**src/rtl/hslc_pkg.sv**
```systemverilog
// shared constants and constant-divisor helpers for the hsl to rgba converter
package hslc_pkg;

  // default number of fraction bits of the internal fixed point
  localparam int unsigned FracBitsDef = 24;

  // field ranges, inputs saturate at these
  localparam logic [12:0] HueMax   = 13'd5760;
  localparam logic [10:0] PctMax   = 11'd1600;
  localparam logic [12:0] AlphaMax = 13'd4096;

  // register stages from an accepted word to its result
  localparam int unsigned PipeLat = 9;

  // hue phase of each color channel, in sixths of a turn
  localparam logic [2:0] PhaseRed   = 3'd0;
  localparam logic [2:0] PhaseGreen = 3'd4;
  localparam logic [2:0] PhaseBlue  = 3'd2;

  // floor(v / 15) for any 13-bit v, by reciprocal multiply
  function automatic logic [9:0] div15(input logic [12:0] v);
    logic [26:0] p;
    p = 27'(v) * 27'd8739;
    return p[26:17];
  endfunction

  // floor(v / 25) for any 11-bit v, by reciprocal multiply
  function automatic logic [6:0] div25(input logic [10:0] v);
    logic [22:0] p;
    p = 23'(v) * 23'd2622;
    return p[22:16];
  endfunction

endpackage

```
**src/rtl/hslc_chan.sv**
```systemverilog
// one color channel: clamped triangle wave of hue, scaled, offset by lightness, to a byte
module hslc_chan import hslc_pkg::*; #(
  parameter int unsigned FRAC_BITS = FracBitsDef
) (
  input  logic                 clk_i,
  input  logic [2:0]           phase_i,
  input  logic [FRAC_BITS+2:0] h6_i,
  input  logic [FRAC_BITS:0]   m_i,
  input  logic [FRAC_BITS:0]   l_i,
  output logic [7:0]           byte_o
);

  localparam int unsigned OneW = FRAC_BITS + 1;
  localparam int unsigned H6W  = FRAC_BITS + 3;
  localparam int unsigned XW   = FRAC_BITS + 4;
  localparam int unsigned DW   = FRAC_BITS + 2;
  localparam int unsigned PW   = 2 * FRAC_BITS + 1;
  localparam int unsigned BW   = FRAC_BITS + 9;
  localparam logic [XW-1:0]        Six      = XW'(6) << FRAC_BITS;
  localparam logic [H6W-1:0]       Three    = H6W'(3) << FRAC_BITS;
  localparam logic [DW-1:0]        ThreeHlf = DW'(3) << (FRAC_BITS - 1);
  localparam logic [DW-1:0]        HalfD    = DW'(1) << (FRAC_BITS - 1);
  localparam logic [OneW-1:0]      One      = {1'b1, {FRAC_BITS{1'b0}}};
  localparam logic [FRAC_BITS-1:0] HalfF    = {1'b1, {(FRAC_BITS-1){1'b0}}};

  // stage 5: phase shift and reduction modulo six
  logic [XW-1:0] x_sum, x_red;

  always_comb begin
    x_sum = XW'(h6_i) + {1'b0, phase_i, {FRAC_BITS{1'b0}}};
    x_red = (x_sum >= Six) ? (x_sum - Six) : x_sum;
  end

  logic [H6W-1:0] x5_q;

  always_ff @(posedge clk_i) begin
    x5_q <= H6W'(x_red);
  end

  // stage 6: triangle wave, clamped to plus or minus one half, as sign and magnitude
  logic [DW-1:0] d, raw, mag;
  logic          neg;

  always_comb begin
    d = (x5_q >= Three) ? DW'(x5_q - Three) : DW'(Three - x5_q);
    if (d >= ThreeHlf) begin
      neg = 1'b0;
      raw = d - ThreeHlf;
    end else begin
      neg = 1'b1;
      raw = ThreeHlf - d;
    end
    mag = (raw > HalfD) ? HalfD : raw;
  end

  logic [FRAC_BITS-1:0] mag6_q;
  logic                 neg6_q;

  always_ff @(posedge clk_i) begin
    mag6_q <= FRAC_BITS'(mag);
    neg6_q <= neg;
  end

  // stage 7: rounded product with the chroma amplitude
  logic [PW-1:0] prod;

  assign prod = PW'(m_i) * PW'(mag6_q) + PW'(HalfF);

  logic [FRAC_BITS-1:0] p7_q;
  logic                 neg7_q;
  logic [OneW-1:0]      l7_q;

  always_ff @(posedge clk_i) begin
    p7_q   <= prod[FRAC_BITS +: FRAC_BITS];
    neg7_q <= neg6_q;
    l7_q   <= l_i;
  end

  // stage 8: add to lightness and saturate to zero..one
  logic [DW-1:0]   lw, pw, csum;
  logic [OneW-1:0] c;

  always_comb begin
    lw = DW'(l7_q);
    pw = DW'(p7_q);
    if (neg7_q) begin
      csum = (pw > lw) ? '0 : (lw - pw);
    end else begin
      csum = lw + pw;
    end
    c = (csum > DW'(One)) ? One : OneW'(csum);
  end

  logic [OneW-1:0] c8_q;

  always_ff @(posedge clk_i) begin
    c8_q <= c;
  end

  // stage 9: times 255, round half up
  logic [BW-1:0] bw, bsum;

  always_comb begin
    bw   = BW'(c8_q);
    bsum = (bw << 8) - bw + BW'(HalfF);
  end

  logic [7:0] byte9_q;

  always_ff @(posedge clk_i) begin
    byte9_q <= bsum[FRAC_BITS +: 8];
  end

  assign byte_o = byte9_q;

endmodule

```
**config.mk**
```make
export PLATFORM = sky130hd
export DESIGN_NAME = hslc_chan
export DESIGN_NICKNAME = d
export VERILOG_FILES = /design/src/rtl/hslc_pkg.sv /design/src/rtl/hslc_chan.sv
export SDC_FILE = /design/constraint.sdc
export NUM_CORES = 2
export LEC_CHECK = 0
export BUFFER_PORTS_ARGS = -buffer_cell sky130_fd_sc_hd__buf_2
export CAP_MARGIN = 15
export CORE_AREA = 5 5 229 231
export CTS_CLUSTER_SIZE = 10
export DETAILED_ROUTE_END_ITERATION = 7
export DIE_AREA = 0 0 234 236
export PLACE_DENSITY = 0.75
export SLEW_MARGIN = 20
export SYNTH_ARGS = -nofsm -noshare
export SYNTH_HDL_FRONTEND = slang
export SYNTH_SLANG_ARGS = --single-unit
```
**constraint.sdc**
```tcl
create_clock -name clk_i -period 14.56 [get_ports clk_i]
set_clock_uncertainty 0.15 [all_clocks]
set_input_delay 1.456 -clock clk_i [delete_from_list [all_inputs] [get_ports clk_i]]
set_output_delay 1.456 -clock clk_i [all_outputs]
set_load 0.03 [all_outputs]
```
* Word level (Yosys, flattened, before mapping) *
Index checks and enable logic that the tools add are counted.

storage, ports and cells
  input bits = 81
  word-level logic and storage cells = 32
  bits in registers = 135
  output and inout bits = 8

operators by class
  muxes and demuxes = 6
  magnitude comparators = 6
  multiply operators = 1
  add/sub/neg operators = 11

operators with widths
  cell                    count
  $mux 26                 4
  $add 48x24->48 const B  1
  $mul 25x24->48          1
  $add 32x24->32 const B  1
  $sub 32x25->32          1
  $add 27x27->28          1
  $ge 28x27->1 const B    1
  $ge 27x26->1 const B    1
  $mux 27                 1
  $sub 27x27->27 const B  1
  $add 25x24->26          1
  $ge 26x25->1 const B    1
  $gt 26x24->1 const B    1
  $gt 26x25->1 const B    1
  $sub 25x24->26          1
  $sub 25x26->26 const A  1
  $sub 26x25->26 const B  1
  $sub 26x26->26 const A  1
  $sub 26x26->26 const B  1
  $gt 24x25->1            1
  $mux 1                  1

* Logic depth before layout (Yosys ltp) *
  word-level depth = 5
  gate-level depth with buffers = 29
  depth with buffers taken out = 28

* Worst setup path before layout *
OpenSTA, ideal clock, no wires.

  path type = input -> register
  from = in m_i[16]
  to = reg p7_q[16]
  path buffers = 1
  data required time = 14.338 ns
  arrival time = 7.797 ns
  path slack = 6.541 ns
  setup time = 0.072 ns
  cell stages on the path = 28
  cells stage by stage = clkbuf_1 and2_1 fa_1 inv_1 fa_1 fa_1 inv_1 fa_1 inv_1 fa_1 inv_1 fa_1 inv_1 fa_1 inv_1 ha_1 a21oi_1 nand3_1 nor4_1 a211oi_1 o21ai_0 o21ai_0 a21o_1 nor2_1 o21bai_1 a21o_1 a21oi_1 xnor2_1

between the ends
  cells in the longest elaborated chain, start to end = 2

ends and longest elaborated chain
  what                  line             RTL
  start, declared       hslc_chan.sv:8   input logic [FRAC_BITS:0] m_i,
  $mul 25x24->48        hslc_chan.sv:67  assign prod = PW'(m_i) * PW'(mag6_q) + PW'(HalfF);
  $add 48x24->48        hslc_chan.sv:67
  net prod[40]          hslc_chan.sv:65  logic [PW-1:0] prod;
  end signal, assigned  hslc_chan.sv:74  p7_q <= prod[FRAC_BITS +: FRAC_BITS];
  end, declared         hslc_chan.sv:69  logic [FRAC_BITS-1:0] p7_q;

The timed path passes the listed nets, and every way through them passes these cells.
A chain may end at the register's enable or synchronous reset.

* Worst setup path in the final report *
  from = in m_i[13]
  to = reg p7_q[23]

The elaborated chain is that of the path after synthesis.

==> impl_metrics.toml <==
[status]
status = "complete, no violations"

[clock_tree]
htree_levels = 4
cts_made_buffers = 17
ctsResizeCount = 0
post_cts_buffers = 0
root_buffer = "clkbuf_16"
clkSinkCount = 135
clk_pin_slew_ps = 60
cts.hold.buffers_added = 0
cts_tree = "yes"
clockBufferDepth = 2
clkLatencyLatePin_ps = 460

[die]
die_area_um2 = 55200
fp-row-count = 82
coreArea_um2 = 49900
die_y_um = 236
die_w_um = 234
num_io_pins = 89
initial_core_util = 0.548

[sta]
clock.fmax_mhz = 110
setup_viol = 0
slew_headroom = 0.218
drv_slew = 0
rsz0062_at_grt = "false"
holdWs_ps = 320
worstMarginPinSlew_ps = 1170
hold_violations = 0
final.setup.tns_ps = 0
period_needed_ps = 9120
finalCritPeriodShare = 0.626

[global_route]
overflow = 0
grt_usage = 0.266
grt_pass1_wl_mm = 118
grt_max_degree = 37
grt_antenna_before_repair = 4
first_global_vias = 23300

[critical_path]
reg2reg_slack_ps = 5920
worstSetupPathType = "input port to flip-flop"
critPathRequiredTime_ps = 14790
path_max_fanout = 24
cp-end-kind = "flip-flop"
crit_arrival_ps = 9340
crit_path_start_kind = "input port"

[finish]
layout-drive-gt1-share = 0.0623
layout.nets = 3936
synthToLayoutAreaGrowth_pct = 5.47
final_area_um2 = 28800
postLayoutCoreUtil = 0.578

[synthesis]
synthMuxAreaShare = 0.00270
yosys_warnings = 0
synth_top_area_frac = 0.370
synth-seq-cells = 135
synthFlopType = "dfxtp_1"
synthAdderAreaFrac = 0.499
synthTopCellsByCount = "inv_1, fa_1, nand2_1, and2_1, ha_1"
synth_top_area_cell = "fa_1"
syn_area_per_cell_um2 = 8.88
syn_nets = 3944
synth_compound_area_frac = 0.0842
yosys.area_share.xor_xnor = 0.0285
netlist_area_um2 = 27300
synth_seq_area_share = 0.0989
synthCells = 3077
synth.distinct_cells = 92
synth_edf_count = 0
synth.most_common_cell = "inv_1"
synth_area_leaders = "fa_1, ha_1, dfxtp_1"
synthArstFlopShare = 0
synth_top_family_by_area = "adder cells"
synthSimpleGateAreaFrac = 0.179

[drt]
dr.pass1.iters = 5
wl_per_cell_um = 18.9
drc = 0
wirelength_mm = 70.9
drtIter0Drc = 1581
avgViaCountPerCell = 5.62
postRouteAntennaNets = 0
vias = 21100

[placed_design]
portBuffers = 88
placed_cell_area_um2 = 28200
hpwl_mm = 53.6
place_congestion = 0.906

[min_path]
min_path_type = "flip-flop to flip-flop"

[flow_run]
drv_cap = 0
layer usage:
metal / GRT usage / vias up / wire length (um)
li1: - / 9477 / -
met1: 0.339 / 10400 / 27600
met2: 0.449 / 967 / 34500
met3: 0.0562 / 200 / 6220
met4: 0.0920 / 6 / 2520
met5: 0 / - / 41
critical path: stages:
cell and delay (ps):
buf_2 510, nand2_1 190, fa_1 600, fa_1 450
fa_1 560, inv_1 60, fa_1 490, inv_1 50
fa_1 550, inv_1 50, fa_1 490, inv_1 50
fa_1 470, inv_1 40, ha_1 170, a21oi_1 190
nand3_1 150, nor4_1 640, a211oi_1 200, o21ai_0 480
o21ai_0 290, a211oi_1 440, o31ai_1 180, a21oi_1 240
nor2b_1 80, nor2_1 120, xnor2_1 120
final timing paths:
| check | end | depth (start not counted) | start |
|---|---|---|---|
| max | p7_q[23] | 27 | m_i[13] |
| min | neg7_q | 0 | neg6_q |
| max reg2reg | p7_q[23] | 25 | mag6_q[8] |
| min reg2reg | neg7_q | 0 | neg6_q |
cells by family (layout without fill, tap and decap cells):
| group | after synthesis | in the layout |
|---|---|---|
| AO/OA/AOI/OAI | 332 | 332 |
| XOR/XNOR | 88 | 88 |
| multiplexers | 7 | 7 |
| other | 0 | 1 |
| adder cells (fa/ha/maj) | 786 | 786 |
| flip-flops | 135 | 135 |
| buffers and inverters | 776 | 780 |
| AND/OR/NAND/NOR | 953 | 953 |
sequential cells by signal, indices dropped and copies added (netlist names):
| signal | cells |
|---|---|
| x5_q | 27 |
| c8_q | 25 |
| l7_q | 25 |
| mag6_q | 24 |
| p7_q | 24 |
| byte_o | 8 |
| neg6_q | 1 |
| neg7_q | 1 |
through the flow:
step                      worst slack, ps  instances
after floorplan                      6540       3077
after global placement               5170       3722
after detailed placement             5060       3722
after CTS                            5490       3753
after global routing                 5130       3754
final                                5440       3754
placed cells by master (no fill, tap or decap), drive strengths merged, types with 7 or more instances in the layout:
| master | count |
|---|---|
| xnor2 | 56 |
| a31oi | 14 |
| nand3 | 18 |
| o21bai | 8 |
| or4 | 7 |
| a21o | 31 |
| o31ai | 10 |
| a21oi | 75 |
| nor3 | 29 |
| and2 | 315 |
| clkbuf | 18 |
| ha | 281 |
| o211ai | 7 |
| and3 | 15 |
| o22ai | 8 |
| buf | 114 |
| nand2 | 349 |
| nor2b | 22 |
| nand2b | 13 |
| inv | 637 |
| nor4 | 24 |
| or2 | 8 |
| fa | 505 |
| nor2 | 111 |
| nand4 | 16 |
| xor2 | 32 |
| dfxtp | 135 |
| o21ai | 61 |
| o21a | 12 |
| or3 | 8 |
| a211oi | 24 |
final cells by class:
class,count,area [um^2]
inverters,635,2380
multi-input cells,2166,21700
clock inverters,13,148
repair buffers,114,636
well taps,672,841
diodes,1,2.50
flip-flops and latches,135,2700
fillers,4347,21100
clock buffers,18,429
Power is left out: the tool's default activity adds up to more than one toggle a clock period on the data nets, which glitch-free logic cannot reach.
