==> src/rtl/hslc_pkg.sv <==
// shared constants and constant-divisor helpers for the hsl to rgba converter
package hslc_pkg;

  // default number of fraction bits of the internal fixed point
  localparam int unsigned FracBitsDef = 24;

  // field ranges, inputs saturate at these
  localparam logic [12:0] HueMax   = 13'd5760;
  localparam logic [10:0] PctMax   = 11'd1600;
  localparam logic [12:0] AlphaMax = 13'd4096;

  // register stages from an accepted word to its result
  localparam int unsigned PipeLat = 9;

  // hue phase of each color channel, in sixths of a turn
  localparam logic [2:0] PhaseRed   = 3'd0;
  localparam logic [2:0] PhaseGreen = 3'd4;
  localparam logic [2:0] PhaseBlue  = 3'd2;

  // floor(v / 15) for any 13-bit v, by reciprocal multiply
  function automatic logic [9:0] div15(input logic [12:0] v);
    logic [26:0] p;
    p = 27'(v) * 27'd8739;
    return p[26:17];
  endfunction

  // floor(v / 25) for any 11-bit v, by reciprocal multiply
  function automatic logic [6:0] div25(input logic [10:0] v);
    logic [22:0] p;
    p = 23'(v) * 23'd2622;
    return p[22:16];
  endfunction

endpackage

==> src/rtl/hslc_norm.sv <==
// input saturation and fixed-point normalization of hue, saturation, lightness and alpha
module hslc_norm import hslc_pkg::*; #(
  parameter int unsigned FRAC_BITS = FracBitsDef
) (
  input  logic                   clk_i,
  input  logic [12:0]            hue_i,
  input  logic [10:0]            sat_i,
  input  logic [10:0]            lit_i,
  input  logic [12:0]            alpha_i,
  output logic [FRAC_BITS+2:0]   h6_o,
  output logic [FRAC_BITS:0]     s_o,
  output logic [FRAC_BITS:0]     l_o,
  output logic [7:0]             alpha_o
);

  // x * 2^F / 960 is (x * 2^K + carry) / 15 with K = F - 6, likewise 1600 = 64 * 25
  localparam int unsigned K    = FRAC_BITS - 6;
  localparam int unsigned OneW = FRAC_BITS + 1;
  localparam int unsigned H6W  = FRAC_BITS + 3;
  localparam longint unsigned Q15 = (64'd1 << K) / 64'd15;
  localparam longint unsigned R15 = (64'd1 << K) % 64'd15;
  localparam longint unsigned Q25 = (64'd1 << K) / 64'd25;
  localparam longint unsigned R25 = (64'd1 << K) % 64'd25;

  // stage 1: saturate fields, coarse quotients, alpha byte
  logic [12:0] hue_c;
  logic [10:0] sat_c, lit_c;
  logic [12:0] alp_c;
  logic [20:0] alp_scaled;

  always_comb begin
    hue_c      = (hue_i > HueMax) ? HueMax : hue_i;
    sat_c      = (sat_i > PctMax) ? PctMax : sat_i;
    lit_c      = (lit_i > PctMax) ? PctMax : lit_i;
    alp_c      = (alpha_i > AlphaMax) ? AlphaMax : alpha_i;
    alp_scaled = 21'(alp_c) * 21'd255 + 21'd2048;
  end

  logic [12:0] hue1_q;
  logic [8:0]  hq1_q;
  logic [10:0] sat1_q, lit1_q;
  logic [6:0]  sq1_q, lq1_q;
  logic [7:0]  alp1_q;

  always_ff @(posedge clk_i) begin
    hue1_q <= hue_c;
    hq1_q  <= 9'(div15(hue_c));
    sat1_q <= sat_c;
    sq1_q  <= div25(sat_c);
    lit1_q <= lit_c;
    lq1_q  <= div25(lit_c);
    alp1_q <= alp_scaled[19:12];
  end

  // stage 2: remainders of the coarse division
  logic [8:0] hq2_q;
  logic [3:0] hb2_q;
  logic [6:0] sq2_q, lq2_q;
  logic [4:0] sb2_q, lb2_q;
  logic [7:0] alp2_q;

  always_ff @(posedge clk_i) begin
    hq2_q  <= hq1_q;
    hb2_q  <= 4'(hue1_q - 13'(hq1_q) * 13'd15);
    sq2_q  <= sq1_q;
    sb2_q  <= 5'(sat1_q - 11'(sq1_q) * 11'd25);
    lq2_q  <= lq1_q;
    lb2_q  <= 5'(lit1_q - 11'(lq1_q) * 11'd25);
    alp2_q <= alp1_q;
  end

  // stage 3: scaled quotient plus remainder share, and the leftover numerator
  logic [H6W-1:0]  hbase3_q;
  logic [12:0]     hv3_q;
  logic [OneW-1:0] sbase3_q, lbase3_q;
  logic [10:0]     sv3_q, lv3_q;
  logic [7:0]      alp3_q;

  always_ff @(posedge clk_i) begin
    hbase3_q <= (H6W'(hq2_q) << K) + H6W'(hb2_q) * H6W'(Q15);
    hv3_q    <= 13'(hb2_q) * 13'(R15) + 13'd7;
    sbase3_q <= (OneW'(sq2_q) << K) + OneW'(sb2_q) * OneW'(Q25);
    sv3_q    <= 11'(sb2_q) * 11'(R25) + 11'd12;
    lbase3_q <= (OneW'(lq2_q) << K) + OneW'(lb2_q) * OneW'(Q25);
    lv3_q    <= 11'(lb2_q) * 11'(R25) + 11'd12;
    alp3_q   <= alp2_q;
  end

  // stage 4: add the quotient of the leftover numerator
  logic [H6W-1:0]  h6_q;
  logic [OneW-1:0] s_q, l_q;
  logic [7:0]      alp4_q;

  always_ff @(posedge clk_i) begin
    h6_q   <= hbase3_q + H6W'(div15(hv3_q));
    s_q    <= sbase3_q + OneW'(div25(sv3_q));
    l_q    <= lbase3_q + OneW'(div25(lv3_q));
    alp4_q <= alp3_q;
  end

  assign h6_o    = h6_q;
  assign s_o     = s_q;
  assign l_o     = l_q;
  assign alpha_o = alp4_q;

endmodule

==> config.mk <==
export PLATFORM = sky130hd
export DESIGN_NAME = hslc_norm
export DESIGN_NICKNAME = d
export VERILOG_FILES = /design/src/rtl/hslc_pkg.sv /design/src/rtl/hslc_norm.sv
export SDC_FILE = /design/constraint.sdc
export NUM_CORES = 1
export LEC_CHECK = 0
export BUFFER_PORTS_ARGS = -buffer_cell sky130_fd_sc_hd__clkbuf_2
export CORE_MARGIN = 2
export CORE_UTILIZATION = 46
export CTS_CLUSTER_SIZE = 25
export DETAILED_ROUTE_END_ITERATION = 16
export PLACE_DENSITY = 0.65
export SLEW_MARGIN = 0
export SYNTH_ARGS = -nofsm -noshare
export SYNTH_HDL_FRONTEND = slang
export SYNTH_SLANG_ARGS = --single-unit
==> constraint.sdc <==
create_clock -name clk_i -period 5.5 [get_ports clk_i]
set_input_delay 0 -clock clk_i [delete_from_list [all_inputs] [get_ports clk_i]]
set_output_delay 0 -clock clk_i [all_outputs]
set_load 0.03 [all_outputs]
; After elaboration in Yosys (flattened, before gate mapping)
; Cells that the tools add are included.
[word_totals]
reg_bits = 289
elab_cells = 61
[op_classes]
n_mul = 15
add_sub_neg = 13
muxes = 4
n_lt_le_gt_ge = 4
[ops]
columns = operator, count
row1 = "multiplier 11 x 11 -> 22 bit, second input constant", 4
row2 = adder 25 x 19 -> 25 bit, 2
row3 = adder 25 x 7 -> 25 bit, 2
row4 = "multiplier 5 x 14 -> 19 bit, second input constant", 2
row5 = adder 27 x 19 -> 27 bit, 1
row6 = adder 27 x 4 -> 27 bit, 1
row7 = "greater-than comparator 13 bit, second input constant", 2
row8 = "multiplier 13 x 14 -> 26 bit, second input constant", 1
row9 = two-way mux 13 bit, 2
row10 = "adder 10 x 4 -> 11 bit, second input constant", 2
row11 = "greater-than comparator 11 bit, second input constant", 2
row12 = two-way mux 11 bit, 2
row13 = "multiplier 7 x 14 -> 21 bit, second input constant", 1
row14 = "adder 20 x 12 -> 20 bit, second input constant", 1
row15 = "multiplier 13 x 8 -> 20 bit, second input constant", 1
row16 = "multiplier 5 x 5 -> 10 bit, second input constant", 2
row17 = "multiplier 4 x 13 -> 17 bit, second input constant", 1
row18 = "multiplier 7 x 5 -> 5 bit, second input constant", 2
row19 = subtractor 5 bit, 2
row20 = "multiplier 9 x 4 -> 4 bit, second input constant", 1
row21 = "adder 6 x 3 -> 7 bit, second input constant", 1
row22 = subtractor 4 bit, 1

; Logic depth before layout (Yosys ltp)
; Gate-level depths: netlist (run 1).
[logic_depth]
ltp_word = 4
depth_mapped = 29

; Worst setup path after synthesis (run 1)
; No wires, ideal clock.
[synth_path]
path_kind = reg-to-reg
startpoint = register sv3_q[7]
endpoint = register s_q[18], in the netlist s_o[18]
synth_period_minus_slack_ns = 5.849
path_stages_with_launch = 26
setup_ns = 0.118
t_required_ns = 5.382
t_arrival_ns = 5.731
setup_slack_ns = -0.349
cell_sequence = dfxtp_1 > inv_1 > fa_1 > inv_1 > ha_1 > ha_1 > inv_1 > fa_1 > fa_1 > inv_1 > ha_1 > a211oi_1 > o21ai_0 > o211ai_1 > a311oi_1 > xor2_1 > inv_1 > fa_1 > nor2b_1 > o21ai_0 > a21boi_0 > o21a_1 > o21ai_0 > a21oi_1 > nand3_1 > xnor2_1
[synth_between]
elab_chain_cells = 2
[synth_rtl]
columns = item, line_no
row1 = "start, declared", hslc_norm.sv:76  ; logic [10:0] sv3_q, lv3_q;
row2 = "start signal, assigned", hslc_norm.sv:83  ; sv3_q <= 11'(sb2_q) * 11'(R25) + 11'd12;
row3 = multiplier 11 x 11 -> 22 bit, hslc_pkg.sv:30  ; p = 23'(v) * 23'd2622;
row4 = adder 25 x 7 -> 25 bit, hslc_norm.sv:96  ; s_q <= sbase3_q + OneW'(div25(sv3_q));
row5 = "end signal, assigned", hslc_norm.sv:96
row6 = "end, declared", hslc_norm.sv:91  ; logic [OneW-1:0] s_q, l_q;
; Every way passes these cells.

; Worst setup path in the final report (run 1)
[layout_path]
startpoint = register sv3_q[6]
endpoint = register s_q[22], in the netlist s_o[22]
; The elaborated chain is that of the path after synthesis.

==> results.ini, run 1 <==
[outcome]
status = finished with violations
violations = setup timing

[placement]
routabilityCongestion = 0.8582
io_buffers = 133
place_ws_ns = -0.2712
place_hpwl_um = 40440

[cells_and_area]
diodes = 0
fin_nets = 3648
layout-drive-gt1-share_pct = 17.21
syn_to_final_growth_pct = 17.29
final_cell_mix = ha_1, inv_1, dfxtp_1, fa_1, clkbuf_2
mostFrequentLayoutCell = ha_1
fillers = 4680

[critical_path]
cp.required_ns = 5.94
cp_slowest_cell = fa_1
r2r-start = sv3_q[6]$_DFF_P_
r2r_slack_ns = -0.38
cpPeakStageDelay_ns = 0.51
critPathMostFrequentCell = fa_1
crit_arrival_ns = 6.31
critical_path_class = register to register
worstSetupEndpointType = register
critPathLaunchType = register
reg2regPathDepth = 28
r2r_end = s_o[22]$_DFF_P_
worstPathMaxFanout = 5

[logic_synthesis]
synth_area_leader_cell = ha_1
synth_edf_count = 0
syn_avg_cell_area_um2 = 10.13
ys_async_sr_fraction_pct = 0
synth_ff_type = dfxtp_1
synth-seq-cells = 265
ys_types = 78
ys_warn_count = 0
synth_seq_area_share_pct = 21.35
syn_inst = 2454
yosys-top-cells-area = ha_1, dfxtp_1, fa_1, inv_1, xnor2_1
synth_area_mm2 = 0.02485
synth_top_area_share_pct = 30.31

[run]
maxCapViolations = 0

[min_path]
holdPathEnd = alp1_q[7]$_DFF_P_
hold_path.class = input port to register
hp-start = alpha_i[12]
worstHoldPathCells = 4

[routing]
routed_wl_um = 47160
ant_nets = 0
num_vias = 16713
drt-pass1-iter-count = 4
drt-initial-drc-count = 493
drc = 0
via_per_inst = 4.812
post_drt_wl_per_cell_um = 13.58

[global_route]
grt.overflow.total = 0
grt_pass1_wl_um = 82370
antenna_found_initial = 0
grt_pass1_vias = 17937
grt_max_degree = 16
track_usage_pct = 17.50

[sta]
max_freq_ghz = 0.1701
tightest_slew_ns = 0.6746
final_hold_viol_count = 0
relSlewSlack_pct = 54.68
fin_crit_sh_pct = 106.9
setup_violations = 31
postLayoutSetupSlackWorst_ns = -0.3781
period_needed_ns = 5.878
finalSetupTns_ns = -6.786
rsz0062_at_grt = yes
skew_ns = 0.02118
drv_slew = 0

[floorplanning]
rows = 85
die_area_mm2 = 0.05591
start_util_pct = 46.37
pin_count = 134
core-area_mm2 = 0.05360
die_h_um = 236.4
die_x_um = 236.4

[clock_tree]
clk_pin_slew_worst_paths_ns = 0.06
cts.sinks = 265
clockBufferDepth = 3
cts_buffers = 28
htree_levels = 1
clock-root-buffer = clkbuf_16
cts_tree = yes
insertion_delay_ns = 0.55

-- sequential cells by signal, summed over array words and instances, names as in the netlist, 10 cells and up --
| name | flops |
|---|---|
| lv3_q | 10 |
| h6_o | 23 |
| s_o | 25 |
| sv3_q | 10 |
| lbase3_q | 24 |
| hbase3_q | 13 |
| sbase3_q | 24 |
| l_o | 25 |
-- worst max-delay path: cells and delay by family (launching register included) --
family	cells	cell delay (ns)
AOI/OAI and AO/OA	9	1.33
xor gates and xnor gates	2	0.29
adders and majority gates	7	2.73
buffers and inverters	8	0.77
DFF	1	0.37
and+or+nand+nor	2	0.24
-- layer usage --
metal	vias up	part of all wire [%]	track usage [%]
met5	-	0	0
met4	0	1.6	3.318
met3	53	2.4	1.475
met2	183	50	32.15
met1	8009	46	22.47
li1	8468	-	-
-- stage by stage --
step                      instance area [um^2]  utilization (%)  hold slack (ns)  std cells
after floorplan                          24910                -           0.2042       2455
after global placement                   27260            50.85           0.3107       3386
after detailed placement                 27260            50.85           0.3121       3386
after CTS                                28670            53.49          0.02093       3462
after global routing                     29150            54.38          0.09723       3473
final                                    29150            54.38          0.03323       3473
-- worst max path at each step --
stage,cells past startpoint,to,slack (ns),start
finish,28,s_o[22]$_DFF_P_,-0.38,sv3_q[6]$_DFF_P_
global route,28,s_o[22]$_DFF_P_,-0.59,sv3_q[6]$_DFF_P_
CTS,27,l_o[16]$_DFF_P_,-0.24,lv3_q[5]$_DFF_P_
detailed placement,26,s_o[22]$_DFF_P_,-0.27,sv3_q[6]$_DFF_P_
global placement,27,l_o[16]$_DFF_P_,-0.19,lv3_q[4]$_DFF_P_
floorplan,26,l_o[16]$_DFF_P_,0.001,lv3_q[4]$_DFF_P_
-- synthesized netlist by cell type, types with 3 or more instances --
cell type	n
a211o_1	3
o41ai_2	3
a21oi_1	56
nor2_1	75
fa_1	242
nor2b_1	21
a21o_1	33
inv_1	594
nand2b_1	12
or4_1	3
a211oi_1	6
xnor2_1	126
nor4_1	4
a21boi_0	4
nor3_1	24
a2111o_1	3
and2_1	13
a22oi_1	3
dfxtp_1	265
buf_4	4
and4_1	4
clkbuf_1	8
o21ai_0	35
ha_1	602
nand2_1	87
a311oi_1	3
a41o_1	5
o21bai_1	9
a21oi_2	5
or2_2	8
o211ai_1	4
o21ai_1	8
nand3_1	32
o211ai_2	3
a31oi_1	9
and3_1	15
nand4_1	15
xor2_1	49
o21a_1	14
-- layout make-up --
class	count	area (um^2)	share of cell area (%)
multi-input cells	1583	17840	61.21
flip-flops and latches	265	5334	18.30
inverters	595	2238	7.679
repair buffers	282	1852	6.352
well taps	696	870.8	2.987
clock buffers	34	764.5	2.623
clock inverters	18	247.7	0.8499
-- repair_timing --
action                     4_1_cts  5_1_grt
setup endpoints to repair       36       44
hold endpoints to repair        10        0
gates resized for setup         54       76
hold buffers                    10        0
buffers inserted                14       17
pin swaps                       48       51
-- cells by family after synthesis --
family,after synthesis,share of synthesized area (%)
flops,265,21.35
simple gates,326,6.524
xor+xnor,175,6.167
fa+ha+maj,844,49.80
compound gates,234,6.842
buf+inv,607,9.228
other cells,1,0.01509
mux,2,0.08055
Power of run 1 is left out: the tool's default activity adds up to more than one toggle a clock period on the data nets, which glitch-free logic cannot reach.
==> inputs of run 2 (changes only) <==
--- a/config.mk
+++ b/config.mk
@@ -11,6 +11,7 @@
 export CTS_CLUSTER_SIZE = 25
 export DETAILED_ROUTE_END_ITERATION = 16
 export PLACE_DENSITY = 0.65
+export RECOVER_POWER = 50
 export SLEW_MARGIN = 0
 export SYNTH_ARGS = -nofsm -noshare
 export SYNTH_HDL_FRONTEND = slang
==> run 2 against run 1 <==
First-iteration DRC count decreased by 5.9%. Count of clock-buffer cells in the layout unchanged. Final area decreased by 0.35%. Critical endpoint unchanged. Via count about the same. The flow still finishes with violations (setup timing). Non-clock buffer count unchanged. Clock skew about the same. Hold slack got worse by 0.00080 ns. Sequential share of layout area increased by 0.064 points. Core utilization decreased by 0.19 points. Flip-flop and latch count unchanged.
==> results.ini, run 2 (same netlist as run 1, synthesis figures left out) <==
[sta]
drv_slew = 0  ; unchanged
fin_crit_sh_pct = 106.6  ; -0.25 points
tightest_slew_ns = 0.6761  ; +0.001468 ns
max_freq_ghz = 0.1705  ; +0.23%
relSlewSlack_pct = 54.58  ; -0.099 points
rsz0062_at_grt = yes
setup_violations = 31  ; unchanged
finalSetupTns_ns = -6.521  ; +0.2644 ns
postLayoutSetupSlackWorst_ns = -0.3644  ; +0.01371 ns
skew_ns = 0.02097  ; -0.0002142 ns
period_needed_ns = 5.864  ; -0.01372 ns
final_hold_viol_count = 0  ; unchanged

[global_route]
track_usage_pct = 17.50  ; unchanged
grt_max_degree = 16  ; unchanged
top_usage_layer = met2
use_met1_pct = 22.47  ; unchanged
met3_usage_pct = 1.475  ; unchanged
grt.overflow.total = 0  ; unchanged
grt_pass1_vias = 17937  ; unchanged
antenna_found_initial = 0  ; unchanged
grt_pass1_wl_um = 82370  ; unchanged
use_met2_pct = 32.15  ; unchanged

[critical_path]
r2r-start = sv3_q[6]$_DFF_P_
critPathLaunchType = register
endpoint = s_o[22]$_DFF_P_
worstSetupEndpointType = register
crit_arrival_ns = 6.30  ; about the same
critPathMostFrequentCell = fa_1
critical_path_class = register to register
worstPathMaxFanout = 5  ; unchanged
r2r_end = s_o[22]$_DFF_P_
startpoint = sv3_q[6]$_DFF_P_
cpPeakStageDelay_ns = 0.51  ; about the same
r2r_slack_ns = -0.36  ; about the same
cp.required_ns = 5.94  ; about the same
reg2regPathDepth = 28  ; unchanged
cp_slowest_cell = fa_1

[floorplanning]
die_h_um = 236.4  ; unchanged
core-area_mm2 = 0.05360  ; unchanged
die_area_mm2 = 0.05591  ; unchanged
die_x_um = 236.4  ; unchanged
start_util_pct = 46.37  ; unchanged
rows = 85  ; unchanged
pin_count = 134  ; unchanged

[placement]
place_hpwl_um = 40440  ; unchanged
io_buffers = 133  ; unchanged
place_ws_ns = -0.2712  ; unchanged
routabilityCongestion = 0.8582  ; unchanged

[run]
maxCapViolations = 0  ; unchanged

[clock_tree]
clk_pin_slew_worst_paths_ns = 0.06  ; about the same
htree_levels = 1  ; unchanged
insertion_delay_ns = 0.55  ; about the same
cts_buffers = 28  ; unchanged
cts.sinks = 265  ; unchanged
cts_tree = yes
clockBufferDepth = 3  ; unchanged
clock-root-buffer = clkbuf_16

[routing]
via_per_inst = 4.812  ; about the same
drt-pass1-iter-count = 4  ; unchanged
drc = 0  ; unchanged
ant_nets = 0  ; unchanged
num_vias = 16712  ; -0.0060%
post_drt_wl_per_cell_um = 13.60  ; +0.18%
drt-initial-drc-count = 464  ; -5.9%
routed_wl_um = 47240  ; +0.18%

[outcome]
violations = setup timing
status = finished with violations

[cells_and_area]
fillers = 4728  ; +1.0%
diodes = 0  ; unchanged
seqCellArea_mm2 = 0.005334  ; unchanged
fin_nets = 3648  ; unchanged
layout-drive-gt1-share_pct = 14.37  ; -2.8 points
final_cell_mix = ha_1, inv_1, dfxtp_1, fa_1, buf_4
mostFrequentLayoutCell = ha_1
multiInputGateArea_mm2 = 0.01784  ; unchanged
syn_to_final_growth_pct = 16.88
utilization_pct = 54.19  ; -0.19 points

[min_path]
hold_path.class = input port to register

-- run 2: cell types whose count changed in the layout (fill, tap and decap cells not counted) --
cell,before,now
clkbuf_2,133,55
and2_0,0,1
clkbuf_1,3,82
buf_4,130,129
and2_1,11,10
-- run 2: layer usage --
layer | part of all wire, % | up-vias
met5 | 0 | -
met3 | 2.6 | 51
li1 | - | 8464
met2 | 50 | 193
met1 | 46 | 8004
met4 | 1.6 | 0
-- run 2: how the worst min path moves through the flow --
stage	cells after the start	from	endpoint	slack, ns
floorplan	1	hue_i[0]	hue1_q[0]$_DFF_P_	0.20
global placement	0	alp1_q[6]$_DFF_P_	alp2_q[6]$_DFF_P_	0.31
detailed placement	0	alp1_q[2]$_DFF_P_	alp2_q[2]$_DFF_P_	0.31
CTS	4	alpha_i[12]	alp1_q[7]$_DFF_P_	0.02
global route	4	alpha_i[12]	alp1_q[7]$_DFF_P_	0.1
finish	4	alpha_i[12]	alp1_q[7]$_DFF_P_	0.03
-- run 2: per-stage QoR --
stage / instance area [um^2] / cells / hold WS, ns
after floorplan: 24910 / 2455 / 0.2042
after global placement: 27260 / 3386 / 0.3107
after detailed placement: 27260 / 3386 / 0.3121
after CTS: 28670 / 3462 / 0.02093
after global routing: 29050 / 3473 / 0.09723
final: 29050 / 3473 / 0.03243
-- run 2: what timing repair did --
action,4_1_cts,5_1_grt
setup buffers,14,17
hold buffers,10,0
gates resized for setup,54,76
pin swaps,48,51
endpoints found under the setup margin,36,44
hold endpoints to repair,10,0
-- run 2: layout make-up --
class                      count  area share, %
clock buffer                  34          2.632
clock inverter                18         0.8528
inverter                     595          7.706
multi-input combinational   1583          61.42
sequential                   265          18.36
tap                          696          2.998
timing repair buffer         282          6.026
-- run 2: critical path, delay by kind of cell (launching register included) --
kind	cells	cell delay, ns
AOI/OAI and AO/OA	9	1.32
adders and majority gates	7	2.73
and+or+nand+nor	2	0.24
xor gates and xnor gates	2	0.29
buffers and inverters	8	0.77
DFF	1	0.37
Power of run 2 is left out for the same reason.
