$ cat config.mk
export PLATFORM = sky130hd
export DESIGN_NAME = hslc_mod
export DESIGN_NICKNAME = d
export VERILOG_FILES = /design/src/rtl/hslc_pkg.sv /design/src/rtl/hslc_mod.sv
export SDC_FILE = /design/constraint.sdc
export NUM_CORES = 1
export LEC_CHECK = 0
export BUFFER_PORTS_ARGS = -buffer_cell sky130_fd_sc_hd__buf_2
export CAP_MARGIN = 5
export CORE_ASPECT_RATIO = 1.1
export CORE_UTILIZATION = 40
export DETAILED_ROUTE_END_ITERATION = 7
export HOLD_SLACK_MARGIN = 0.06
export PLACE_DENSITY_LB_ADDON = 0.15
export SLEW_MARGIN = 10
export SYNTH_ARGS = -nofsm -noshare
export SYNTH_HDL_FRONTEND = slang
export SYNTH_SLANG_ARGS = --single-unit
$ cat constraint.sdc
create_clock -name clk_i -period 17.9 [get_ports clk_i]
set_input_delay 0 -clock clk_i [delete_from_list [all_inputs] [get_ports clk_i]]
set_output_delay 0 -clock clk_i [all_outputs]
set_load 0.1 [all_outputs]
$ cat src/rtl/hslc_pkg.sv
// shared constants and constant-divisor helpers for the hsl to rgba converter
package hslc_pkg;

  // default number of fraction bits of the internal fixed point
  localparam int unsigned FracBitsDef = 24;

  // field ranges, inputs saturate at these
  localparam logic [12:0] HueMax   = 13'd5760;
  localparam logic [10:0] PctMax   = 11'd1600;
  localparam logic [12:0] AlphaMax = 13'd4096;

  // register stages from an accepted word to its result
  localparam int unsigned PipeLat = 9;

  // hue phase of each color channel, in sixths of a turn
  localparam logic [2:0] PhaseRed   = 3'd0;
  localparam logic [2:0] PhaseGreen = 3'd4;
  localparam logic [2:0] PhaseBlue  = 3'd2;

  // floor(v / 15) for any 13-bit v, by reciprocal multiply
  function automatic logic [9:0] div15(input logic [12:0] v);
    logic [26:0] p;
    p = 27'(v) * 27'd8739;
    return p[26:17];
  endfunction

  // floor(v / 25) for any 11-bit v, by reciprocal multiply
  function automatic logic [6:0] div25(input logic [10:0] v);
    logic [22:0] p;
    p = 23'(v) * 23'd2622;
    return p[22:16];
  endfunction

endpackage

$ cat src/rtl/hslc_mod.sv
// chroma amplitude: saturation times one minus |2l - 1|, rounded
module hslc_mod import hslc_pkg::*; #(
  parameter int unsigned FRAC_BITS = FracBitsDef
) (
  input  logic               clk_i,
  input  logic [FRAC_BITS:0] s_i,
  input  logic [FRAC_BITS:0] l_i,
  output logic [FRAC_BITS:0] m_o,
  output logic [FRAC_BITS:0] l_o
);

  localparam int unsigned OneW = FRAC_BITS + 1;
  localparam int unsigned PW   = 2 * OneW;
  localparam logic [OneW-1:0]      One   = {1'b1, {FRAC_BITS{1'b0}}};
  localparam logic [FRAC_BITS-1:0] HalfF = {1'b1, {(FRAC_BITS-1){1'b0}}};

  // stage 5: lightness factor
  logic [OneW:0] twol, one_x, dev;
  logic [OneW-1:0] factor;

  always_comb begin
    twol   = {l_i, 1'b0};
    one_x  = {1'b0, One};
    dev    = (twol >= one_x) ? (twol - one_x) : (one_x - twol);
    factor = (dev >= one_x) ? '0 : OneW'(one_x - dev);
  end

  logic [OneW-1:0] factor5_q, s5_q, l5_q;

  always_ff @(posedge clk_i) begin
    factor5_q <= factor;
    s5_q      <= s_i;
    l5_q      <= l_i;
  end

  // stage 6: rounded product
  logic [PW-1:0] prod;

  assign prod = PW'(s5_q) * PW'(factor5_q) + PW'(HalfF);

  logic [OneW-1:0] m6_q, l6_q;

  always_ff @(posedge clk_i) begin
    m6_q <= prod[FRAC_BITS +: OneW];
    l6_q <= l5_q;
  end

  assign m_o = m6_q;
  assign l_o = l6_q;

endmodule

Yosys cells after proc, flatten, opt, wreduce, memory -nomap -nowiden --
Cells that the tools add are included.
Storage, ports and cells: input port bits 51, output and inout bits 50, flip-flop bits (word level) 125, word-level logic and storage cells 13
Cells by class: $lt $le $gt $ge 2, $add $sub $neg 4, muxes and demuxes 1, multipliers 1
Operators by type and width (count):
- >= comparator 26 x 25 -> 1 bit (second input constant) | 2
- adder 49 x 24 -> 49 bit (second input constant) | 1
- multiplier 25 x 25 -> 49 bit | 1
- two-way mux 26 bit | 1
- subtractor 25 x 26 -> 26 bit (first input constant) | 1
- subtractor 26 x 25 -> 26 bit (second input constant) | 1
- subtractor 25 bit (first input constant) | 1

Depth between registers and ports, before layout --
Gate-level depths: netlist (run 1).
depth after elaboration 3, gate-level depth with buffers 26, mapped depth without buffers 24

Least setup slack after synthesis (run 1) --
Ideal clock, no wire load.
path kind register to register, start point register factor5_q[5], end point register m6_q[21], in the netlist m_o[21], required time 17779 ps, path buffers 2, period minus slack after synthesis 6794 ps, stages on the path, launching flop included 25, library setup time 121 ps, setup slack 11106 ps, arrival 6672 ps, cell sequence dfxtp_1 -> clkbuf_1 -> clkbuf_1 -> nand2_1 -> fa_1 -> fa_1 -> fa_1 -> inv_1 -> fa_1 -> inv_1 -> fa_1 -> inv_1 -> fa_1 -> inv_1 -> fa_1 -> inv_1 -> ha_1 -> and4_1 -> nand2_1 -> nand4b_1 -> a311oi_1 -> o32ai_1 -> a2111oi_0 -> mux2i_1 -> nand2_1
Between the ends: longest elaborated chain between the ends 2
Ends and longest elaborated chain:
- start: declaration | line hslc_mod.sv:28 | logic [OneW-1:0] factor5_q, s5_q, l5_q;
- start signal: assignment | line hslc_mod.sv:31 | factor5_q <= factor;
- multiplier 25 x 25 -> 49 bit | line hslc_mod.sv:39 | assign prod = PW'(s5_q) * PW'(factor5_q) + PW'(HalfF);
- adder 49 x 24 -> 49 bit | line hslc_mod.sv:39
- named net prod[45] | line hslc_mod.sv:37 | logic [PW-1:0] prod;
- end signal: assignment | line hslc_mod.sv:44 | m6_q <= prod[FRAC_BITS +: OneW];
- end: declaration | line hslc_mod.sv:41 | logic [OneW-1:0] m6_q, l6_q;
The timed path passes the listed nets, and every way through them passes these cells. A chain may end at the register's enable or synchronous reset.

Final worst setup path (run 1) --
start point register factor5_q[12], end point register m6_q[21], in the netlist m_o[21]
The elaborated chain is that of the path after synthesis.

==> results by group, run 1 <==
Yosys
  – Post-synth EDFFs: 0
  – Post-synthesis sequential area ratio: 10.6%
  – Async S/R FF share, synth: 0%
  – Syn avg cell area: 9.20 um^2
  – Top_reg_cell synth: dfxtp_1
  – Yosys warns: 0
  – Netlist cell types: 69
  – Synth Net Count: 3283
  – Yosys reg bits: 124
  – Post-Syn Area: 0.0234 mm^2
  – Cell count after synthesis: 2540

Placed design
  – RD Place Congestion: 0.837
  – Port-buffer cells: 100
  – Detailed Place HPWL: 49200 um
  – Area after DPL: 0.0246 mm^2
  – Setup WS pre-CTS: 9.48 ns

Setup path
  – Worst-path cell chain: nand2_1 -> fa_1 -> inv_1 -> fa_1 -> inv_1 -> fa_1 -> inv_1 -> fa_1 -> fa_1 -> fa_1 -> inv_1 -> fa_1 -> inv_1 -> ha_1 -> and3_1 -> nand4_1 -> a311oi_1 -> o32ai_1 -> a2111oi_0 -> mux2i_1 -> nand2_1
  – Critical path's largest stage delay: 1.16 ns
  – Worst-path fanout max: 25
  – Setup CP Type: flop to flop
  – Critical Path AT: 8.65 ns
  – Crit path buf inv count: 5
  – CP Data Required Time: 18.24 ns
  – Crit path launch type: flop
  – Cell class contributing the biggest share of worst-path delay: adder cells
  – Most used cell, CP: fa_1
  – FF-to-FF setup slack: 9.59 ns
  – CP endpoint kind: flop
  – CP max stage cell: dfxtp_1

Clocking
  – Clock Latency Late Sink: 0.49 ns
  – CTS tree: built
  – Clock Pin Slew Worst Setup and Hold Paths: 0.10 ns
  – TritonCTS Buffers: 17
  – Post-CTS Setup Bufs: 0
  – CTS root buf: clkbuf_16
  – Sink Count: 124
  – H-tree lvl count: 4
  – Clock buffer depth: 2

Drt
  – Drt wl/cell: 19.2 um
  – First-pass detailed-route iteration total: 7
  – Vias: 17117
  – Post-route ant nets: 0
  – Wirelength, routed: 65100 um
  – # DRC: 0
  – DRT iter0 DRCs: 923
  – Vias per std cell: 5.05

Power and ir drop
  – Static Leak: 12.7 nW
  – Peak supply drop: 0.0943 mV
  – Cell Pwr Density: 105 mW/mm^2

Cells and area
  – Final nets: 3367
  – Layout cells sized above 1: 7.28%
  – Filler instances: 5729
  – Final Cell Area: 0.0257 mm^2
  – N_diodes: 0
  – Post-layout util: 44.7%
  – Synthesis-to-layout area growth: 10.1%

Timing
  – Worst Tran Pin Value: 1.26 ns
  – Unrepaired setup endpoints after global routing: false
  – Final period utilization: 46.4%
  – Final setup TNS: 0 ns
  – Max Fclk: 0.120 GHz
  – Final setup violation count: 0
  – Period minus WS final: 8.31 ns
  – Slew Limit Headroom: 15.6%
  – Final worst slack: 9.59 ns
  – Setup Skew: 0.0389 ns
  – Final hold viol count: 0
  – Fin. max-slew vios: 0

Global route
  – GRT Overall Usage: 23.0%
  – Pin count of the biggest net entering global routing: 26
  – Vias in the first global route: 18684
  – Initial antenna violation count: 3
  – GR Overflow Total: 0
  – First-pass GRT wire length: 103000 um

Floorplanning
  – Row cnt: 92
  – Die area: 0.0594 mm^2
  – DIE WIDTH: 232 um
  – Die Span Y: 256 um
  – Number of I/O pins: 101
  – Initial core utilization: 40.6%
  – Core ar.: 0.0576 mm^2

Job
  – Max-cap check violation count: 0

Outcome
  – Outcome: finished clean

Hold path
  – Worst min-delay path class: primary input to flop
==> Yosys cell counts, types with 2 or more instances <==
cell,instances,share of area (%)
inv_1,569,9.1
fa_1,503,43
nand2_1,345,5.5
and2_1,298,8.0
ha_1,189,10
dfxtp_1,124,11
clkbuf_1,114,1.8
a21oi_1,47,1.0
nor2_1,44,0.71
xnor2_1,37,1.4
a21o_1,33,1.1
o21ai_0,31,0.66
xor2_1,23,0.86
nand3_1,15,0.32
nand4_1,13,0.35
a31oi_1,11,0.29
nor3_1,10,0.21
o31ai_1,10,0.32
o21a_1,9,0.29
and3_1,7,0.19
nor2b_1,7,0.19
and4_1,6,0.22
or3_1,6,0.16
or4_1,6,0.19
a211oi_1,5,0.16
o21bai_1,5,0.16
o41ai_1,5,0.19
a41oi_1,4,0.15
buf_1,4,0.064
buf_2,4,0.086
a221oi_1,3,0.11
mux2i_1,3,0.13
nand2b_1,3,0.080
or4_4,3,0.14
a31o_2,2,0.075
mux2_2,2,0.096
nor4_1,2,0.054
nor4_4,2,0.18
o2111ai_1,2,0.075
o211ai_1,2,0.064
o21ai_1,2,0.043
o2bb2ai_1,2,0.075
or2_2,2,0.054
==> final cells by class <==
class | count | area, um^2 | area share (%)
well taps | 752 | 941 | 3.66
clock inverters | 11 | 131 | 0.511
inverters | 569 | 2140 | 8.30
clock buffers | 20 | 467 | 1.81
flip-flops and latches | 124 | 2480 | 9.65
repair buffers | 187 | 1280 | 4.97
multi-input cells | 1725 | 18300 | 71.1
==> cells by family after synthesis <==
logic type	synth area share [%]
xor+xnor	2.32
compound gates	5.49
buf+inv	11.1
mux	0.225
flops	10.6
simple gates	17.0
fa+ha+maj	53.2
==> worst register-to-register path: cells and delay by family (launching register included) <==
kind	cells	cell delay, ns
AOI/OAI and AO/OA	3	1.82
adders and majority gates	8	4.00
muxes	1	0.25
and+or+nand+nor	4	0.70
DFF	1	1.16
buffers and inverters	5	0.25
==> sequential cells by signal, summed over array words and instances, names as in the netlist <==
name and cells:
l_o 25, s5_q 25, m_o 25, l5_q 25, factor5_q 24
==> metrics by stage <==
step,hold slack [ns],cells,total power (W)
floorplan,0.0277,2540,0.00179
global placement,0.102,3307,0.00233
detailed placement,0.104,3307,0.00235
CTS,0.117,3388,0.00275
global route,0.153,3388,0.00296
finish,0.145,3388,0.00270
==> power by group <==
part           leakage [nW]  switching [W]  internal (W)
clock                 0.286       0.000158      0.000217
sequential             1.04      0.0000261      0.000326
combinational          11.4        0.00127      0.000697
total                  12.7        0.00146       0.00124
==> worst paths after layout <==
path	start	to	depth (start not counted)
worst max-delay path	factor5_q[12]$_SDFF_PP0_	m_o[21]$_DFF_P_	21
worst min-delay path	s_i[0]	s5_q[0]$_DFF_P_	2
worst max register to register	factor5_q[12]$_SDFF_PP0_	m_o[21]$_DFF_P_	21
worst min register to register	l5_q[24]$_DFF_P_	l_o[24]$_DFF_P_	0
==> placed cells by master, fill, tap and decap left out, drive strengths merged, types with 3 or more instances in the layout <==
cell type    Yosys  routed
nor4             4       4
or4              9       9
or3              7       7
and2           299     299
a21o            33      33
o41ai            6       6
nor2            45      45
a41oi            4       4
and3             8       8
a31oi           11      11
mux2i            3       3
o21a             9       9
nand2b           3       3
buf              8     137
a221oi           3       3
nand2          345     345
nand3           16      16
nand4           14      14
a21oi           47      47
xnor2           37      37
inv            569     573
clkbuf         114      20
o21bai           5       5
dfxtp          124     124
dlygate4sd3      0      50
o21ai           33      33
nor3            11      11
fa             503     503
ha             189     189
nor2b            7       7
clkinvlp         0       3
o31ai           11      11
xor2            24      24
a211oi           5       5
and4             6       6
==> repair_timing <==
item                                    CTS  global route
hold buffers                             50             0
gates resized for setup                   0             0
hold endpoints to repair                 63             0
endpoints found under the setup margin    0             0
==> per-layer routing <==
layer	GRT usage (%)	vias up	share of wire (%)
met5	0	-	0.040
met4	8.61	4	3.7
met3	3.15	136	4.0
met2	42.1	423	54
met1	27.0	8838	38
li1	-	7716	-
Note: power is estimated with default switching activity, not from simulation.
==> run 2: changes to the inputs <==
==> constraint.sdc (replaced) <==
create_clock -name clk_i -period 7.1 [get_ports clk_i]
set_input_delay 0 -clock clk_i [delete_from_list [all_inputs] [get_ports clk_i]]
set_output_delay 0 -clock clk_i [all_outputs]
set_load 0.1 [all_outputs]
==> run 2 against run 1 <==
Effect of this change:
- clock-buffer cell count decreased by 2
- critical path depth increased by 4
- first-iteration DRC count fell by 18%
- largest cell class unchanged
- register-to-register slack got worse by 9.3 ns
- final area up 4.5%
- cell count up 3.2%
- global-route usage decreased by 0.73 points
- combinational power increased to 2.8 times the previous value
- highest routed layer unchanged
- power grew to 2.7 times the previous value
- sequential power grew to 2.5 times the previous value
==> results by group, run 2 (synthesis results as in run 1) <==
Timing
  – Max Fclk: 0.146 GHz (was 0.120 GHz)
  – Unrepaired setup endpoints after global routing: true (was false)
  – Slew Limit Headroom: 31.6% (was 15.6%)
  – Fin. max-slew vios: 0 (unchanged)
  – Period minus WS final: 6.85 ns (was 8.31 ns)
  – Final setup TNS: 0 ns (unchanged)
  – Setup Skew: 0.0179 ns (was 0.0389 ns)
  – Final worst slack: 0.252 ns (was 9.59 ns)
  – Final setup violation count: 0 (unchanged)
  – Final hold viol count: 0 (unchanged)
  – Final period utilization: 96.5% (was 46.4%)
  – Worst Tran Pin Value: 1.02 ns (was 1.26 ns)

Cells and area
  – Area occupied by multi-input gates: 0.0184 mm^2 (was 0.0183 mm^2)
  – Filler instances: 5649 (was 5729)
  – Reg area: 0.00251 mm^2 (was 0.00248 mm^2)
  – Commonest cells after routing, fill and taps aside: inv_1, fa_1, nand2_1 (unchanged)
  – Synthesis-to-layout area growth: 15.0% (was 10.1%)
  – Final Cell Area: 0.0269 mm^2 (was 0.0257 mm^2)
  – Final nets: 3473 (was 3367)
  – Finished Layout Cells: 3495 (was 3388)
  – Layout cells sized above 1: 11.8% (was 7.28%)
  – Commonest non-fill, non-tap cell in the layout: inv_1 (unchanged)
  – N_diodes: 0 (unchanged)

Drt
  – First-pass detailed-route iteration total: 4 (was 7)
  – # DRC: 0 (unchanged)
  – Drt wl/cell: 17.8 um (was 19.2 um)
  – Vias: 17294 (was 17117)
  – Post-route ant nets: 0 (unchanged)
  – Wirelength, routed: 62300 um (was 65100 um)
  – DRT iter0 DRCs: 755 (was 923)
  – Vias per std cell: 4.95 (was 5.05)

Placed design
  – Area after DPL: 0.0257 mm^2 (was 0.0246 mm^2)
  – Placed Cells: 3412 (was 3307)
  – Port-buffer cells: 100 (unchanged)
  – RD Place Congestion: 0.856 (was 0.837)
  – Setup WS pre-CTS: -0.415 ns (was 9.48 ns)
  – Detailed Place HPWL: 53600 um (was 49200 um)

Clocking
  – Sink Count: 124 (unchanged)
  – Clock buffer depth: 2 (unchanged)
  – CTS root buf: clkbuf_16 (unchanged)
  – H-tree lvl count: 4 (unchanged)
  – TritonCTS Buffers: 17 (unchanged)
  – CTS tree: built (unchanged)
  – Clock Pin Slew Worst Setup and Hold Paths: 0.07 ns (was 0.10 ns)
  – Clock Latency Late Sink: 0.48 ns (was 0.49 ns)

Global route
  – GRT Overall Usage: 22.3% (was 23.0%)
  – Initial antenna violation count: 1 (was 3)
  – First-pass GRT wire length: 101000 um (was 103000 um)
  – GR Overflow Total: 0 (unchanged)
  – Vias in the first global route: 18772 (was 18684)
  – Pin count of the biggest net entering global routing: 26 (unchanged)

Setup path
  – Cell class contributing the biggest share of worst-path delay: adder cells (unchanged)
  – CP max stage cell: fa_1 (was dfxtp_1)
  – Crit path buf inv count: 8 (was 5)
  – Reg2reg start: factor5_q[2]$_SDFF_PP0_ (was factor5_q[12]$_SDFF_PP0_)
  – CP endpoint kind: flop (unchanged)
  – Crit path launch type: flop (unchanged)
  – Critical Path AT: 7.21 ns (was 8.65 ns)
  – Worst-path fanout max: 14 (was 25)
  – Most used cell, CP: fa_1 (unchanged)
  – Setup CP Type: flop to flop (unchanged)
  – Critical path's largest stage delay: 0.55 ns (was 1.16 ns)
  – Critical path origin: factor5_q[2]$_SDFF_PP0_ (was factor5_q[12]$_SDFF_PP0_)
  – CP Data Required Time: 7.46 ns (was 18.24 ns)

Power and ir drop
  – Seq pwr share: 12.1% (was 13.1%)
  – Pint: 0.00353 W (was 0.00124 W)
  – Peak supply drop: 0.328 mV (was 0.0943 mV)
  – Cell Pwr Density: 271 mW/mm^2 (was 105 mW/mm^2)
  – Final total power: 0.00729 W (was 0.00270 W)
  – Logic pwr share: 75.2% (was 73.0%)
  – Clock share of power: 12.7% (was 13.9%)
  – Static Leak: 13.4 nW (was 12.7 nW)
  – Switching portion of total power: 51.6% (was 54.0%)
  – P_sw: 0.00376 W (was 0.00146 W)

Floorplanning
  – DIE WIDTH: 232 um (unchanged)
  – Die area: 0.0594 mm^2 (unchanged)
  – Die Span Y: 256 um (unchanged)
  – Number of I/O pins: 101 (unchanged)
  – Initial core utilization: 40.6% (unchanged)
  – Row cnt: 92 (unchanged)
  – Core ar.: 0.0576 mm^2 (unchanged)

Hold path
  – Min-delay src: s_i[21] (was s_i[0])
  – Worst min-delay path class: primary input to flop (unchanged)

Job
  – Max-cap check violation count: 0 (unchanged)

Outcome
  – Outcome: finished clean (unchanged)
## run 2: cell count changes in the layout (fill, tap and decap cells not counted), moves of 3 or more
cell,before,now
fa_2,0,3
dfxtp_4,0,3
buf_6,0,4
clkbuf_8,3,0
buf_12,0,19
dfxtp_2,1,11
dfxtp_1,123,110
fa_1,503,500
buf_4,37,120
## run 2: metrics by stage
| step | utilization (%) | hold slack [ns] |
|---|---|---|
| CTS | 46.6 | 0.119 |
| finish | 46.7 | 0.155 |
| detailed placement | 44.6 | 0.104 |
| global route | 46.7 | 0.144 |
| floorplan | - | 0.0277 |
| global placement | 44.6 | 0.104 |
## run 2: final cells by class
cell class,instances,share of cell area [%]
repair buffers,293,8.66
clock inverters,14,0.596
well taps,752,3.50
flip-flops and latches,124,9.33
multi-input cells,1725,68.4
clock buffers,18,1.60
inverters,569,7.94
## run 2: worst reg2reg max path, cell delays in order (launching register included)
cell and delay (ns):
dfxtp_1 0.32, buf_4 0.18, buf_4 0.20, and2_1 0.18, fa_1 0.50, inv_1 0.06
fa_1 0.51, fa_1 0.55, inv_1 0.05, fa_1 0.48, ha_1 0.30, fa_1 0.49
inv_1 0.05, fa_1 0.48, inv_1 0.04, ha_1 0.33, and4_4 0.25, nand2_1 0.06
nand4b_1 0.25, a311oi_4 0.47, o32ai_2 0.13, buf_4 0.17, a2111oi_2 0.31, buf_4 0.17
mux2i_1 0.17, nand2_1 0.06
## run 2: power by group through the flow
| stage | clock network, W | logic [W] | registers, W |
|---|---|---|---|
| detailed placement | 0 | 0.00543 | 0.000901 |
| floorplan | 0 | 0.00314 | 0.00138 |
| CTS | 0.000961 | 0.00551 | 0.000886 |
| global route | 0.000989 | 0.00614 | 0.000893 |
| finish | 0.000929 | 0.00548 | 0.000882 |
| global placement | 0 | 0.00540 | 0.000902 |
## run 2: routing by layer
metal | track usage (%) | vias up | wire [um]
met4 | 10.9 | 2 | 3080
met5 | 0 | - | 9
li1 | - | 7939 | -
met2 | 39.5 | 308 | 33000
met3 | 2.84 | 127 | 1780
met1 | 26.4 | 8918 | 24400
## run 2: repair_timing
action                                  4_1_cts  5_1_grt
endpoints found under the hold margin        65        0
setup buffers                                 1        0
cloned                                        0        0
endpoints found under the setup margin       10       15
pin swaps                                     2        6
resized for setup                             9       30
hold buffers                                 50        0
## run 2: path summary, 6_finish.rpt
check,endpoint,cells after the start,slack (ns)
max,m_o[21]$_DFF_P_,25,0.25
min,s5_q[21]$_DFF_P_,2,0.16
max reg2reg,m_o[21]$_DFF_P_,25,0.25
min reg2reg,l_o[14]$_DFF_P_,0,0.32
==> run 3: changes to the inputs <==
--- a/config.mk
+++ b/config.mk
@@ -12,6 +12,7 @@
 export DETAILED_ROUTE_END_ITERATION = 7
 export HOLD_SLACK_MARGIN = 0.06
 export PLACE_DENSITY_LB_ADDON = 0.15
+export RECOVER_POWER = 100
 export SLEW_MARGIN = 10
 export SYNTH_ARGS = -nofsm -noshare
 export SYNTH_HDL_FRONTEND = slang
==> run 3 against run 2 <==
Effect of this change:
- the run now ends with capacitance limit, slew limit left
- global-route usage unchanged
- critical path depth unchanged
- sequential power about the same
- final area decreased by 0.53%
- sequential share of layout area about the same
- routed wire length about the same
- hold slack improved by 0.0027 ns
- die area unchanged
- first-iteration DRC count increased by 7.8%
- critical endpoint unchanged
- largest cell class unchanged
==> results by group, run 3 (synthesis results as in run 1) <==
Setup path
  – Worst r2r path cells: 25 (unchanged)
  – FF-to-FF setup slack: 0.24 ns (was 0.25 ns)
  – Reg2reg start: factor5_q[2]$_SDFF_PP0_ (unchanged)
  – Critical Path AT: 7.22 ns (was 7.21 ns)
  – Critical Path End: m_o[21]$_DFF_P_ (unchanged)
  – Critical path origin: factor5_q[2]$_SDFF_PP0_ (unchanged)
  – Setup CP Type: flop to flop (unchanged)
  – Most used cell, CP: fa_1 (unchanged)
  – CP endpoint kind: flop (unchanged)
  – CP max stage cell: fa_1 (unchanged)
  – Crit path launch type: flop (unchanged)
  – Worst R2R End: m_o[21]$_DFF_P_ (unchanged)
  – CP Data Required Time: 7.46 ns (about the same)
  – Critical path's largest stage delay: 0.55 ns (about the same)
  – Worst-path fanout max: 14 (unchanged)

Placed design
  – Area after DPL: 0.0257 mm^2 (unchanged)
  – Placed Cells: 3412 (unchanged)
  – Detailed Place HPWL: 53600 um (unchanged)
  – RD Place Congestion: 0.856 (unchanged)
  – Port-buffer cells: 100 (unchanged)

Power and ir drop
  – Pint: 0.00351 W (was 0.00353 W)
  – P_sw: 0.00375 W (was 0.00376 W)
  – Switching portion of total power: 51.7% (was 51.6%)
  – Peak supply drop: 0.329 mV (was 0.328 mV)
  – Clock share of power: 12.8% (was 12.7%)
  – Cell Pwr Density: 272 mW/mm^2 (was 271 mW/mm^2)
  – Seq pwr share: 12.2% (was 12.1%)
  – Logic pwr share: 75.0% (was 75.2%)
  – Static Leak: 13.1 nW (was 13.4 nW)

Floorplanning
  – Number of I/O pins: 101 (unchanged)
  – Row cnt: 92 (unchanged)
  – Core ar.: 0.0576 mm^2 (unchanged)
  – Initial core utilization: 40.6% (unchanged)
  – Die Span Y: 256 um (unchanged)
  – Die area: 0.0594 mm^2 (unchanged)
  – DIE WIDTH: 232 um (unchanged)

Timing
  – Setup Skew: 0.0181 ns (was 0.0179 ns)
  – Final hold viol count: 0 (unchanged)
  – Final setup TNS: 0 ns (unchanged)
  – Worst Tran Pin Value: 2.44 ns (was 1.02 ns)
  – Fin. max-slew vios: 8 (was 0)
  – Max Fclk: 0.146 GHz (about the same)
  – Final setup violation count: 0 (unchanged)
  – Unrepaired setup endpoints after global routing: true (unchanged)
  – Period minus WS final: 6.86 ns (was 6.85 ns)
  – Slew Limit Headroom: -67.0% (was 31.6%)
  – Final hold slack: 0.158 ns (was 0.155 ns)
  – Final period utilization: 96.6% (was 96.5%)

Clocking
  – CTS tree: built (unchanged)
  – H-tree lvl count: 4 (unchanged)
  – TritonCTS Buffers: 17 (unchanged)
  – CTS root buf: clkbuf_16 (unchanged)
  – Clock Latency Late Sink: 0.48 ns (about the same)
  – Clock Pin Slew Worst Setup and Hold Paths: 0.07 ns (about the same)
  – Clock buffer depth: 2 (unchanged)
  – Sink Count: 124 (unchanged)

Cells and area
  – Commonest cells after routing, fill and taps aside: inv_1, fa_1, nand2_1 (unchanged)
  – Post-layout util: 46.5% (was 46.7%)
  – Layout cells sized above 1: 8.79% (was 11.8%)
  – Commonest non-fill, non-tap cell in the layout: inv_1 (unchanged)
  – Final Cell Area: 0.0267 mm^2 (was 0.0269 mm^2)
  – N_diodes: 0 (unchanged)
  – Synthesis-to-layout area growth: 14.4% (was 15.0%)
  – Finished Layout Cells: 3495 (unchanged)
  – Final nets: 3473 (unchanged)

Drt
  – Vias: 17311 (was 17294)
  – # DRC: 0 (unchanged)
  – Wirelength, routed: 62300 um (about the same)
  – Drt wl/cell: 17.8 um (about the same)
  – DRT iter0 DRCs: 814 (was 755)
  – Post-route ant nets: 0 (unchanged)
  – Vias per std cell: 4.95 (about the same)
  – First-pass detailed-route iteration total: 5 (was 4)

Hold path
  – Worst min-delay path class: primary input to flop (unchanged)

Outcome
  – Violated checks: capacitance limit, slew limit
  – Outcome: complete, but fails checks (was finished clean)

Global route
  – First-pass GRT wire length: 101000 um (unchanged)
  – Pin count of the biggest net entering global routing: 26 (unchanged)
  – GR Overflow Total: 0 (unchanged)
  – Initial antenna violation count: 1 (unchanged)
  – Vias in the first global route: 18772 (unchanged)
  – GRT Overall Usage: 22.3% (unchanged)

Job
  – Max-cap check violation count: 1 (was 0)
## run 3: cell count changes in the layout (fill, tap and decap cells not counted), sizes merged
cell | before | now
buf | 243 | 161
clkbuf | 18 | 100
## run 3: per-stage QoR
| stage | total power, W | setup WS [ns] |
|---|---|---|
| final | 0.00726 | 0.244 |
| after global routing | 0.00800 | -0.0228 |
| after CTS | 0.00736 | -0.0122 |
| after detailed placement | 0.00633 | -0.415 |
| after global placement | 0.00630 | -0.365 |
| after floorplan | 0.00452 | 0.306 |
## run 3: power groups by stage
stage	combinational (W)	clock [W]	sequential, W
floorplan	0.00314	0	0.00138
global placement	0.00540	0	0.000902
detailed placement	0.00543	0	0.000901
CTS	0.00551	0.000961	0.000886
global route	0.00612	0.000989	0.000895
finish	0.00545	0.000929	0.000884
## run 3: routing by layer
metal  part of all wire (%)  up-vias  global-route usage, %  wire [um]
met4                    5.0        2                   10.9       3090
met3                    2.9      130                   2.84       1830
met2                     53      304                   39.5      33000
met5                  0.014        -                      0          9
li1                       -     7937                      -          -
met1                     39     8938                   26.4      24400
## run 3: critical path, delay by kind of cell, from the launching register on
family	cells	cell delay, ns
muxes	1	0.17
DFF	1	0.33
AOI/OAI and AO/OA	3	0.89
buffers and inverters	8	0.92
adders and majority gates	8	3.64
and+or+nand+nor	5	0.80
## run 3: area by class of cell
cell class	count	area, um^2
Clock inverter	14	160
Tap cell	752	941
Sequential cell	124	2510
Timing Repair Buffer	293	2220
Fill cell	5683	30800
Multi-Input combinational cell	1725	18400
Inverter	569	2140
Clock buffer	18	429
## run 3: repair_timing
item                                   4_1_cts  5_1_grt
endpoints found under the hold margin       65        0
setup endpoints to repair                   10       15
hold buffers                                50        0
gates resized for setup                      9       30
buffers inserted                             1        0
pin swaps                                    2        6
## run 3: worst min-delay path by stage
stage	from	end	slack (ns)	depth (start not counted)
global route	s_i[22]	s5_q[22]$_DFF_P_	0.14	2
floorplan	l_i[0]	l5_q[0]$_DFF_P_	0.03	0
CTS	s_i[21]	s5_q[21]$_DFF_P_	0.12	2
detailed placement	s_i[22]	s5_q[22]$_DFF_P_	0.10	1
finish	s_i[21]	s5_q[21]$_DFF_P_	0.16	2
global placement	s_i[22]	s5_q[22]$_DFF_P_	0.10	1
